==> config.mk <==
export PLATFORM = sky130hd
export DESIGN_NAME = pcm_saturate_and_stats_flat
export DESIGN_NICKNAME = d
export VERILOG_FILES = /design/src/rtl/core/pcm_sat_pkg.sv /design/src/rtl/core/pcm_sat_if.sv /design/src/rtl/core/pcm_sat_front.sv /design/src/rtl/core/pcm_sat_stats.sv /design/src/rtl/core/pcm_saturate_and_stats.sv /design/src/flat_wrapper.sv
export VERILOG_INCLUDE_DIRS = /design/src /design/src/rtl/core
export SDC_FILE = /design/constraint.sdc
export NUM_CORES = 2
export LEC_CHECK = 0
export CORE_MARGIN = 10
export CORE_UTILIZATION = 55
export CTS_CLUSTER_DIAMETER = 80
export DETAILED_ROUTE_END_ITERATION = 6
export DONT_BUFFER_PORTS = 1
export GPL_ROUTABILITY_DRIVEN = 0
export HOLD_SLACK_MARGIN = 0.05
export MAX_ROUTING_LAYER = met4
export PLACE_DENSITY_LB_ADDON = 0.1
export SYNTH_ARGS = -nofsm -noshare
export SYNTH_HDL_FRONTEND = slang
export SYNTH_SLANG_ARGS = --single-unit
export TNS_END_PERCENT = 1
==> constraint.sdc <==
create_clock -name clk -period 12.38 [get_ports clk]
set_input_delay 1.238 -clock clk [delete_from_list [all_inputs] [get_ports clk]]
set_output_delay 1.238 -clock clk [all_outputs]
set_load 0.1 [all_outputs]
==> src/rtl/core/pcm_saturate_and_stats_defines.svh <==
// Assertion macros shared by the PCM saturation block.
// Included by the top level only; needs no package.
`ifndef PCM_SATURATE_AND_STATS_DEFINES_SVH
`define PCM_SATURATE_AND_STATS_DEFINES_SVH

// Condition b must hold in the same cycle as a.
`define PCM_ASSERT_SAME(label, clk, rst_n, a, b, msg) \
    label: assert property (@(posedge clk) disable iff (!rst_n) (a) |-> (b)) \
        else $error(msg);

// Condition b must hold in the cycle after a.
`define PCM_ASSERT_NEXT(label, clk, rst_n, a, b, msg) \
    label: assert property (@(posedge clk) disable iff (!rst_n) (a) |=> (b)) \
        else $error(msg);

`endif

==> src/rtl/core/pcm_sat_pkg.sv <==
// Types and constants of the PCM saturation and statistics block.
// Used by the interfaces and by every module of the block.
package pcm_sat_pkg;

    localparam int SAMPLE_W   = 32;
    localparam int PCM_W      = 16;
    localparam int BYTE_W     = 8;
    localparam int SQUARE_W   = 31;
    localparam int COUNT_W    = 25;
    localparam int ENERGY_W   = 55;
    localparam int CHAN_CFG_W = 5;
    localparam int POS_W      = 4;

    // Saturation limits of the 16-bit result.
    localparam logic [PCM_W-1:0] PCM_POS_LIMIT = 16'h7FFF;
    localparam logic [PCM_W-1:0] PCM_NEG_LIMIT = 16'h8000;

    // Saturation points of the block counters and energy sums.
    localparam logic [COUNT_W-1:0]  MAX_BLOCK_SAMPLES = 25'd16777216;
    localparam logic [ENERGY_W-1:0] ENERGY_MAX = ENERGY_W'(64'h0040_0000_0000_0000);

    // Channel count register.
    localparam logic [CHAN_CFG_W-1:0] CHAN_RESET = 5'd2;
    localparam logic [CHAN_CFG_W-1:0] CHAN_LIMIT = 5'd16;

    // Channel positions that feed the energy sums.
    localparam logic [POS_W-1:0] POS_LEFT  = 4'd0;
    localparam logic [POS_W-1:0] POS_RIGHT = 4'd1;

    // Word handed from the saturation stage to the statistics stage.
    typedef struct packed {
        logic [PCM_W-1:0]    pcm;
        logic                clipped;
        logic                nonzero;
        logic [SAMPLE_W-1:0] magnitude;
        logic [SQUARE_W-1:0] square;
        logic                block_start;
    } pcm_sat_word_t;

endpackage

==> src/rtl/core/pcm_sat_if.sv <==
// Stream interfaces of the PCM saturation block: samples, results, configuration.
// Depends on pcm_sat_pkg for the field widths.
interface pcm_sat_in_if import pcm_sat_pkg::*; ();
    logic                       valid;
    logic                       ready;
    logic signed [SAMPLE_W-1:0] sample;
    logic                       block_start;

    modport source (output valid, output sample, output block_start, input ready);
    modport sink (input valid, input sample, input block_start, output ready);
endinterface

interface pcm_sat_out_if import pcm_sat_pkg::*; ();
    logic                valid;
    logic                ready;
    logic [BYTE_W-1:0]   low_byte;
    logic [BYTE_W-1:0]   high_byte;
    logic                clipped;
    logic [SAMPLE_W-1:0] peak_magnitude;
    logic [COUNT_W-1:0]  clip_total;
    logic [COUNT_W-1:0]  nonzero_total;
    logic [ENERGY_W-1:0] left_energy;
    logic [ENERGY_W-1:0] right_energy;

    modport source (output valid, output low_byte, output high_byte, output clipped,
                    output peak_magnitude, output clip_total, output nonzero_total,
                    output left_energy, output right_energy, input ready);
    modport sink (input valid, input low_byte, input high_byte, input clipped,
                  input peak_magnitude, input clip_total, input nonzero_total,
                  input left_energy, input right_energy, output ready);
endinterface

interface pcm_sat_cfg_if import pcm_sat_pkg::*; ();
    logic                  valid;
    logic                  ready;
    logic [CHAN_CFG_W-1:0] data;

    modport source (output valid, output data, input ready);
    modport sink (input valid, input data, output ready);
endinterface

==> src/rtl/core/pcm_sat_front.sv <==
// Saturation stage: clamps a 32-bit sample to 16 bits, takes its magnitude
// and square, and registers the word. Depends on pcm_sat_pkg.
module pcm_sat_front import pcm_sat_pkg::*; (
    input  logic                       clk,
    input  logic                       rst_n,
    input  logic                       in_valid,
    output logic                       in_ready,
    input  logic signed [SAMPLE_W-1:0] sample,
    input  logic                       block_start,
    output logic                       word_valid,
    input  logic                       word_ready,
    output pcm_sat_word_t              word
);

    logic                       valid_reg;
    pcm_sat_word_t              word_reg;
    pcm_sat_word_t              word_next;
    logic                       neg;
    logic                       clip_pos;
    logic                       clip_neg;
    logic [PCM_W-1:0]           pcm;
    logic signed [2*PCM_W-1:0]  square_full;

    // The stage takes a word whenever it is empty or its word moves on.
    assign in_ready   = !valid_reg || word_ready;
    assign word_valid = valid_reg;
    assign word       = word_reg;

    // A positive sample clips when any of bits 30..15 is set; a negative one
    // clips unless bits 30..15 are all ones.
    assign neg      = sample[SAMPLE_W-1];
    assign clip_pos = !neg && (|sample[SAMPLE_W-2:PCM_W-1]);
    assign clip_neg = neg && !(&sample[SAMPLE_W-2:PCM_W-1]);

    always_comb
    begin
        if (clip_pos)
        begin
            pcm = PCM_POS_LIMIT;
        end
        else if (clip_neg)
        begin
            pcm = PCM_NEG_LIMIT;
        end
        else
        begin
            pcm = sample[PCM_W-1:0];
        end
    end

    // The square of the signed 16-bit result never exceeds 2^30.
    assign square_full = $signed(pcm) * $signed(pcm);

    always_comb
    begin
        word_next.pcm         = pcm;
        word_next.clipped     = clip_pos || clip_neg;
        word_next.nonzero     = |pcm;
        word_next.magnitude   = neg ? (~sample + SAMPLE_W'(1)) : sample;
        word_next.square      = square_full[SQUARE_W-1:0];
        word_next.block_start = block_start;
    end

    // Occupancy of the stage.
    always_ff @(posedge clk or negedge rst_n)
    begin
        if (!rst_n)
        begin
            valid_reg <= 1'b0;
        end
        else if (in_ready)
        begin
            valid_reg <= in_valid;
        end
    end

    // Stage payload.
    always_ff @(posedge clk)
    begin
        if (in_valid && in_ready)
        begin
            word_reg <= word_next;
        end
    end

endmodule

==> src/rtl/core/pcm_sat_stats.sv <==
// Statistics stage: updates the block statistics with one word and holds the
// result until it is taken. Also holds the channel count. Depends on pcm_sat_pkg.
module pcm_sat_stats import pcm_sat_pkg::*; (
    input  logic                  clk,
    input  logic                  rst_n,
    input  logic                  word_valid,
    output logic                  word_ready,
    input  pcm_sat_word_t         word,
    input  logic                  cfg_valid,
    input  logic [CHAN_CFG_W-1:0] cfg_data,
    output logic                  out_valid,
    input  logic                  out_ready,
    output logic [BYTE_W-1:0]     low_byte,
    output logic [BYTE_W-1:0]     high_byte,
    output logic                  clipped,
    output logic [SAMPLE_W-1:0]   peak_magnitude,
    output logic [COUNT_W-1:0]    clip_total,
    output logic [COUNT_W-1:0]    nonzero_total,
    output logic [ENERGY_W-1:0]   left_energy,
    output logic [ENERGY_W-1:0]   right_energy
);

    logic                  out_valid_reg;
    logic [CHAN_CFG_W-1:0] chan_reg;
    logic [POS_W-1:0]      pos_reg;
    logic [POS_W-1:0]      pos_next;
    logic [SAMPLE_W-1:0]   peak_reg;
    logic [SAMPLE_W-1:0]   peak_next;
    logic [COUNT_W-1:0]    clip_reg;
    logic [COUNT_W-1:0]    clip_next;
    logic [COUNT_W-1:0]    nonzero_reg;
    logic [COUNT_W-1:0]    nonzero_next;
    logic [ENERGY_W-1:0]   left_reg;
    logic [ENERGY_W-1:0]   left_next;
    logic [ENERGY_W-1:0]   right_reg;
    logic [ENERGY_W-1:0]   right_next;
    logic [PCM_W-1:0]      pcm_reg;
    logic                  clipped_reg;

    logic                  take;
    logic [POS_W-1:0]      pos_base;
    logic [SAMPLE_W-1:0]   peak_base;
    logic [COUNT_W-1:0]    clip_base;
    logic [COUNT_W-1:0]    nonzero_base;
    logic [ENERGY_W-1:0]   left_base;
    logic [ENERGY_W-1:0]   right_base;
    logic [CHAN_CFG_W-1:0] chan_eff;
    logic [CHAN_CFG_W-1:0] pos_inc;
    logic [ENERGY_W:0]     energy_sum;
    logic [ENERGY_W-1:0]   energy_sat;

    // The result register frees up when empty or taken.
    assign word_ready = !out_valid_reg || out_ready;
    assign take       = word_valid && word_ready;

    // A block start clears the statistics before this word counts.
    always_comb
    begin
        if (word.block_start)
        begin
            pos_base     = '0;
            peak_base    = '0;
            clip_base    = '0;
            nonzero_base = '0;
            left_base    = '0;
            right_base   = '0;
        end
        else
        begin
            pos_base     = pos_reg;
            peak_base    = peak_reg;
            clip_base    = clip_reg;
            nonzero_base = nonzero_reg;
            left_base    = left_reg;
            right_base   = right_reg;
        end
    end

    // Zero channels run as one, more than sixteen as sixteen.
    always_comb
    begin
        if (chan_reg == '0)
        begin
            chan_eff = CHAN_CFG_W'(1);
        end
        else if (chan_reg > CHAN_LIMIT)
        begin
            chan_eff = CHAN_LIMIT;
        end
        else
        begin
            chan_eff = chan_reg;
        end
    end

    // Channel position wraps at the frame end.
    assign pos_inc  = {1'b0, pos_base} + CHAN_CFG_W'(1);
    assign pos_next = (pos_inc >= chan_eff) ? '0 : pos_inc[POS_W-1:0];

    // Peak and the saturating sample counters.
    always_comb
    begin
        peak_next = (word.magnitude > peak_base) ? word.magnitude : peak_base;

        clip_next = clip_base;
        if (word.clipped)
        begin
            clip_next = (clip_base >= MAX_BLOCK_SAMPLES) ? MAX_BLOCK_SAMPLES
                                                          : clip_base + COUNT_W'(1);
        end

        nonzero_next = nonzero_base;
        if (word.nonzero)
        begin
            nonzero_next = (nonzero_base >= MAX_BLOCK_SAMPLES) ? MAX_BLOCK_SAMPLES
                                                                : nonzero_base + COUNT_W'(1);
        end
    end

    // The square goes into whichever energy sum this channel feeds.
    always_comb
    begin
        case (pos_base)
            POS_LEFT:  energy_sum = {1'b0, left_base} + (ENERGY_W + 1)'(word.square);
            POS_RIGHT: energy_sum = {1'b0, right_base} + (ENERGY_W + 1)'(word.square);
            default:   energy_sum = '0;
        endcase
        energy_sat = (energy_sum > {1'b0, ENERGY_MAX}) ? ENERGY_MAX
                                                       : energy_sum[ENERGY_W-1:0];
        left_next  = (pos_base == POS_LEFT) ? energy_sat : left_base;
        right_next = (pos_base == POS_RIGHT) ? energy_sat : right_base;
    end

    // Channel count register.
    always_ff @(posedge clk or negedge rst_n)
    begin
        if (!rst_n)
        begin
            chan_reg <= CHAN_RESET;
        end
        else if (cfg_valid)
        begin
            chan_reg <= cfg_data;
        end
    end

    // Block statistics; they are also the statistics fields of the result.
    always_ff @(posedge clk or negedge rst_n)
    begin
        if (!rst_n)
        begin
            out_valid_reg <= 1'b0;
            pos_reg       <= '0;
            peak_reg      <= '0;
            clip_reg      <= '0;
            nonzero_reg   <= '0;
            left_reg      <= '0;
            right_reg     <= '0;
        end
        else
        begin
            if (word_ready)
            begin
                out_valid_reg <= word_valid;
            end
            if (take)
            begin
                pos_reg     <= pos_next;
                peak_reg    <= peak_next;
                clip_reg    <= clip_next;
                nonzero_reg <= nonzero_next;
                left_reg    <= left_next;
                right_reg   <= right_next;
            end
        end
    end

    // Per-sample result payload.
    always_ff @(posedge clk)
    begin
        if (take)
        begin
            pcm_reg     <= word.pcm;
            clipped_reg <= word.clipped;
        end
    end

    assign out_valid      = out_valid_reg;
    assign low_byte       = pcm_reg[BYTE_W-1:0];
    assign high_byte      = pcm_reg[PCM_W-1:BYTE_W];
    assign clipped        = clipped_reg;
    assign peak_magnitude = peak_reg;
    assign clip_total     = clip_reg;
    assign nonzero_total  = nonzero_reg;
    assign left_energy    = left_reg;
    assign right_energy   = right_reg;

endmodule

==> src/rtl/core/pcm_saturate_and_stats.sv <==
// Top level of the PCM saturation and block statistics block.
// Depends on pcm_sat_pkg, the interfaces, pcm_sat_front and pcm_sat_stats.

// Takes one signed 32-bit sample per cycle when not stalled and returns its
// 16-bit saturated value as low and high bytes, a clip flag and the running
// block statistics that include this sample: peak input magnitude, clipped and
// nonzero counts (stopping at 2^24) and the left and right sums of squares
// (stopping at 2^54). Unstalled, the sustained rate is one word per cycle: the
// first register stage does the clamp and the 16x16 square, the second does
// the single statistics update whose result feeds the next word. A word with
// block_start set clears the statistics and channel position before it is
// counted. The channel count is written over the configuration channel, which
// is always ready; write it only while no word is in flight.
`include "pcm_saturate_and_stats_defines.svh"

module pcm_saturate_and_stats import pcm_sat_pkg::*; (
    input logic           clk,
    input logic           rst_n,
    pcm_sat_in_if.sink    samples,
    pcm_sat_out_if.source results,
    pcm_sat_cfg_if.sink   cfg
);

    logic          word_valid;
    logic          word_ready;
    pcm_sat_word_t word;

    // The channel count register takes a write in any cycle.
    assign cfg.ready = 1'b1;

    // Clamp and square stage.
    pcm_sat_front u_front (
        .clk         (clk),
        .rst_n       (rst_n),
        .in_valid    (samples.valid),
        .in_ready    (samples.ready),
        .sample      (samples.sample),
        .block_start (samples.block_start),
        .word_valid  (word_valid),
        .word_ready  (word_ready),
        .word        (word)
    );

    // Statistics and result stage.
    pcm_sat_stats u_stats (
        .clk            (clk),
        .rst_n          (rst_n),
        .word_valid     (word_valid),
        .word_ready     (word_ready),
        .word           (word),
        .cfg_valid      (cfg.valid && cfg.ready),
        .cfg_data       (cfg.data),
        .out_valid      (results.valid),
        .out_ready      (results.ready),
        .low_byte       (results.low_byte),
        .high_byte      (results.high_byte),
        .clipped        (results.clipped),
        .peak_magnitude (results.peak_magnitude),
        .clip_total     (results.clip_total),
        .nonzero_total  (results.nonzero_total),
        .left_energy    (results.left_energy),
        .right_energy   (results.right_energy)
    );

    // A clipped sample always carries one of the two limit codes.
    `PCM_ASSERT_SAME(a_clip_code, clk, rst_n, results.valid && results.clipped,
        ({results.high_byte, results.low_byte} == PCM_POS_LIMIT) ||
        ({results.high_byte, results.low_byte} == PCM_NEG_LIMIT),
        "clipped result without a limit code")

    // Every clipped sample is nonzero, so the clip count never leads.
    `PCM_ASSERT_SAME(a_clip_le_nonzero, clk, rst_n, results.valid,
        results.clip_total <= results.nonzero_total,
        "clip count above nonzero count")

    // A word stalled in the first stage stays put until the result frees up.
    `PCM_ASSERT_NEXT(a_word_hold, clk, rst_n, word_valid && !word_ready,
        word_valid && $stable(word),
        "stalled word lost or changed")

endmodule
==> src/flat_wrapper.sv <==
// flat-port wrapper written by rule: the top's interface ports become plain ports
module pcm_saturate_and_stats_flat import pcm_sat_pkg::*;
  (clk, rst_n, samples_valid, samples_sample, samples_block_start, samples_ready, results_valid, results_low_byte, results_high_byte, results_clipped, results_peak_magnitude, results_clip_total, results_nonzero_total, results_left_energy, results_right_energy, results_ready, cfg_valid, cfg_data, cfg_ready);
  pcm_sat_in_if samples_i ();
  pcm_sat_out_if results_i ();
  pcm_sat_cfg_if cfg_i ();
  input logic clk;
  input logic rst_n;
  input wire logic [$bits(samples_i.valid)-1:0] samples_valid;
  input wire logic [$bits(samples_i.sample)-1:0] samples_sample;
  input wire logic [$bits(samples_i.block_start)-1:0] samples_block_start;
  output wire logic [$bits(samples_i.ready)-1:0] samples_ready;
  output wire logic [$bits(results_i.valid)-1:0] results_valid;
  output wire logic [$bits(results_i.low_byte)-1:0] results_low_byte;
  output wire logic [$bits(results_i.high_byte)-1:0] results_high_byte;
  output wire logic [$bits(results_i.clipped)-1:0] results_clipped;
  output wire logic [$bits(results_i.peak_magnitude)-1:0] results_peak_magnitude;
  output wire logic [$bits(results_i.clip_total)-1:0] results_clip_total;
  output wire logic [$bits(results_i.nonzero_total)-1:0] results_nonzero_total;
  output wire logic [$bits(results_i.left_energy)-1:0] results_left_energy;
  output wire logic [$bits(results_i.right_energy)-1:0] results_right_energy;
  input wire logic [$bits(results_i.ready)-1:0] results_ready;
  input wire logic [$bits(cfg_i.valid)-1:0] cfg_valid;
  input wire logic [$bits(cfg_i.data)-1:0] cfg_data;
  output wire logic [$bits(cfg_i.ready)-1:0] cfg_ready;
  assign samples_i.valid = samples_valid;
  assign samples_i.sample = samples_sample;
  assign samples_i.block_start = samples_block_start;
  assign samples_ready = samples_i.ready;
  assign results_valid = results_i.valid;
  assign results_low_byte = results_i.low_byte;
  assign results_high_byte = results_i.high_byte;
  assign results_clipped = results_i.clipped;
  assign results_peak_magnitude = results_i.peak_magnitude;
  assign results_clip_total = results_i.clip_total;
  assign results_nonzero_total = results_i.nonzero_total;
  assign results_left_energy = results_i.left_energy;
  assign results_right_energy = results_i.right_energy;
  assign results_i.ready = results_ready;
  assign cfg_i.valid = cfg_valid;
  assign cfg_i.data = cfg_data;
  assign cfg_ready = cfg_i.ready;
  pcm_saturate_and_stats u_core (.clk(clk), .rst_n(rst_n), .samples(samples_i), .results(results_i), .cfg(cfg_i));
endmodule
==> reports/summary.md <==
On the worst path, the slowest cell contributes a delay of 0.57 ns. The total overflow left after global routing is 0. Leaving out fill and tap cells, the most frequent cells in the layout are inv_1 (361), nand2_1 (332), fa_1 (229). The die is 235 um tall. Per-instance average area after synthesis: 9.42 um^2. Counting every net in the synthesized netlist gives 3131. The pin slew with the least headroom to its limit is 1.30 ns, and the number of enable-type register cells in the synthesized netlist is 97. The deepest level of the CTS H-tree came out at 2. For this run, design rule violations remaining after detail routing come to 0. For the final max-slew violation count, the log shows 0. The fraction of final layout cells sized beyond drive strength 1 works out to 4.99%.

The run finished with clean final reports. Pin placement for this block handled 255 I/O pins. Based on the critical path, the design can be clocked at up to 0.104 GHz. Yosys printed 0 warnings.

The post-synthesis register bit count was 300; the clock-pin slew on the worst setup and hold paths was 0.06 ns. The die width is 235 um. After clock tree synthesis, the setup repair step added 0 buffers. For the maximum count of clock buffers along a single path, the log shows 3. The clock net sink count came out at 300.

The reg-to-reg startpoint was u_core.u_front.word[0]. The area growth from synthesis to layout was 6.41%; the share of synthesized area occupied by flip-flops and latches was 31.4%. The critical-path cell with the highest stage delay is clkinv_1.

The run gives 12.67 ns as the required time at the worst-slack endpoint. Cell family with the largest share of critical-path delay: compound AO/OA/AOI/OAI gates. TritonCTS built the clock tree. For the initial antenna violation count, the log shows 0.

Together, buffers and inverters on the worst path number 7. The smallest clock period supported by the final layout is computed as 9.64 ns. The number of gates resized after CTS was 0. The type of element capturing the critical path was a flip-flop. The logs give 0 ns for the accumulated negative setup slack and 25900 um^2 for the total cell area at the placement stage. The aggregate routed wire length came out at 72.5 mm. Of all flip-flops after synthesis, the portion carrying an async set or reset was 67.7%.

The via count of the first global-routing pass is 20500, and the synthesized netlist cell count is 2702. The detailed router finished its first iteration with 1874 violations. In this run the clock root is driven by a clkbuf_16. The number of clock buffers added by TritonCTS is 37. Port buffering added 0 buffers.

After detailed routing, the average wire length per cell comes to 22.2 um. In this run the worst path has a maximum fanout of 38. The clock skew is 0.0170 ns, and the first-pass GRT wire length is 117 mm. The clock latency of the later-clocked register in the worst-skew pair was 0.55 ns; the netlist area before placement was 25500 um^2.

The initial utilization of the core area, before any placement, comes to 55.8%. Setup violations remaining at the end of the flow were counted as 0. After filler insertion, the fill cell instance count of the layout stands at 3887.

The most common cell after layout, fill and taps aside is inv_1. The HPWL after detailed placement is 54.1 mm. In the routed layout, each cell is associated on average with a via count of 6.15. Global routing consumed, over all layers together, 26.8% of the routing resources.

Path category of the worst min-delay check: input pin to async pin. Setup repair after global routing left no endpoint under its margin. The final-report hold violation count came out at 0. The worst setup path is of the input pin to flip-flop kind. The cts-stage hold buffer count is 0, and the standard-cell row count is 78. The detail route stage leaves a number of antenna-violating nets equal to 0. The register with the most flip-flops in the layout has 80 of them.

The max capacitance violation total is 0, and the count of distinct cell types in the synthesized netlist is 81. Startpoint class of the critical path: an input pin. The critical path starts at samples_sample[17].

For this block, the via count after detailed routing is 20100. After routing the design area is 27100 um^2. Entering global routing, the biggest net connects 204 pins. After layout, the worst path uses 77.9% of the clock period. The critical path data arrival time is 9.93 ns.

The area enclosed by the die boundary is 55300 um^2, and the number of optimization iterations in the first detailed-route pass is 7. The number of nets in the finished design is 3068, and the worst slew slack as a fraction of its limit is 13.4%. The region available for standard cell placement spans 45600 um^2. In the synthesized netlist the dominant register cell turns out to be dfrtp_1.
## kinds of logic (layout without fill, tap and decap cells)
| group | after synthesis | in the layout | share of synthesized area, % |
|---|---|---|---|
| and+or+nand+nor | 797 | 797 | 14.5 |
| AOI/OAI and AO/OA | 589 | 589 | 16.1 |
| muxes | 16 | 16 | 0.683 |
| adders and majority gates | 386 | 386 | 25.7 |
| other | 1 | 2 | 0.0147 |
| DFF | 300 | 300 | 31.4 |
| xor gates and xnor gates | 119 | 119 | 4.09 |
| buffers and inverters | 494 | 459 | 7.56 |
## area by class of cell
type	instances	area, um^2	area share (%)
well taps	600	751	2.77
clock buffers	59	1110	4.10
clock inverters	8	52.6	0.194
flip-flops and latches	300	7990	29.5
inverters	366	1380	5.08
repair buffers	26	195	0.721
multi-input cells	1908	15600	57.6
diodes	1	2.50	0.00924
## synth_stat cells (all sizes together) (7+ instances only)
master / count / area share, %
inv: 363 / 5.4
nand2: 334 / 4.9
fa: 229 / 18
dfrtp: 202 / 20
o21ai: 167 / 3.3
nor2: 159 / 2.4
ha: 157 / 7.7
a21oi: 127 / 2.6
a32o: 104 / 4.1
clkbuf: 101 / 1.5
edfxtp: 97 / 11
xnor2: 88 / 3.0
nand3: 85 / 1.7
and3: 34 / 0.84
nor2b: 33 / 0.81
nor3: 33 / 0.67
a2bb2oi: 32 / 1.1
xor2: 31 / 1.1
nand4: 28 / 0.69
a22o: 26 / 0.89
buf: 26 / 0.63
a21o: 24 / 0.71
nand2b: 23 / 0.57
a31oi: 21 / 0.52
o31ai: 16 / 0.47
or2: 16 / 0.39
o21a: 15 / 0.45
mux2i: 11 / 0.46
nor4: 11 / 0.27
o21bai: 11 / 0.32
and2: 10 / 0.25
or4: 8 / 0.25
a211oi: 7 / 0.23
o41ai: 7 / 0.24
## layer usage
layer  wire length [um]  GRT usage (%)  share of wire, %
met1              29000           32.8                40
met3               6070           5.99               8.4
met2              34100           42.1                47
met5                  0              -                 0
met4               3330           11.4               4.6
## final timing paths
check	slack (ns)	depth (start not counted)	end
setup / recovery	2.74	31	u_core.u_front.word[30]
hold / removal	0.37	0	u_core.u_stats.nonzero_total[16]
setup reg to reg	5.73	22	u_core.u_stats.left_energy[45]
hold reg to reg	0.42	0	u_core.u_stats.pcm_reg[13]
max in group asynchronous	11.70	0	u_core.u_stats.left_energy[18]
min in group clk	0.42	0	u_core.u_stats.pcm_reg[13]
## worst reg2reg max path: stages, from the launching register on
cell and delay [ns]:
edfxtp_1 0.39, inv_2 0.08, nand2_1 0.09, inv_1 0.14, ha_1 0.29, o21a_1 0.27
buf_4 0.43, nand2_1 0.11, a21oi_1 0.17, ha_1 0.22, ha_1 0.23, a211oi_1 0.13
o21ai_0 0.36, a211oi_2 0.20, o31a_1 0.36, nand3b_1 0.23, nor2_1 0.19, a31oi_1 0.22
nor3_1 0.47, mux2i_4 0.81, buf_4 0.77, and2_1 0.30, a22o_1 0.13
## per-stage QoR
stage	hold slack, ns	util (%)	instances	worst slack (ns)
after floorplan	0.400	-	2702	3.34
after global placement	0.404	56.9	3200	2.61
after detailed placement	0.405	56.9	3200	2.29
after CTS	0.356	59.4	3267	2.85
after global routing	0.356	59.4	3267	2.17
final	0.375	59.4	3268	2.74
Power is not shown: default switching activity piles up to over one toggle a cycle in this logic, so the estimate is an artifact.
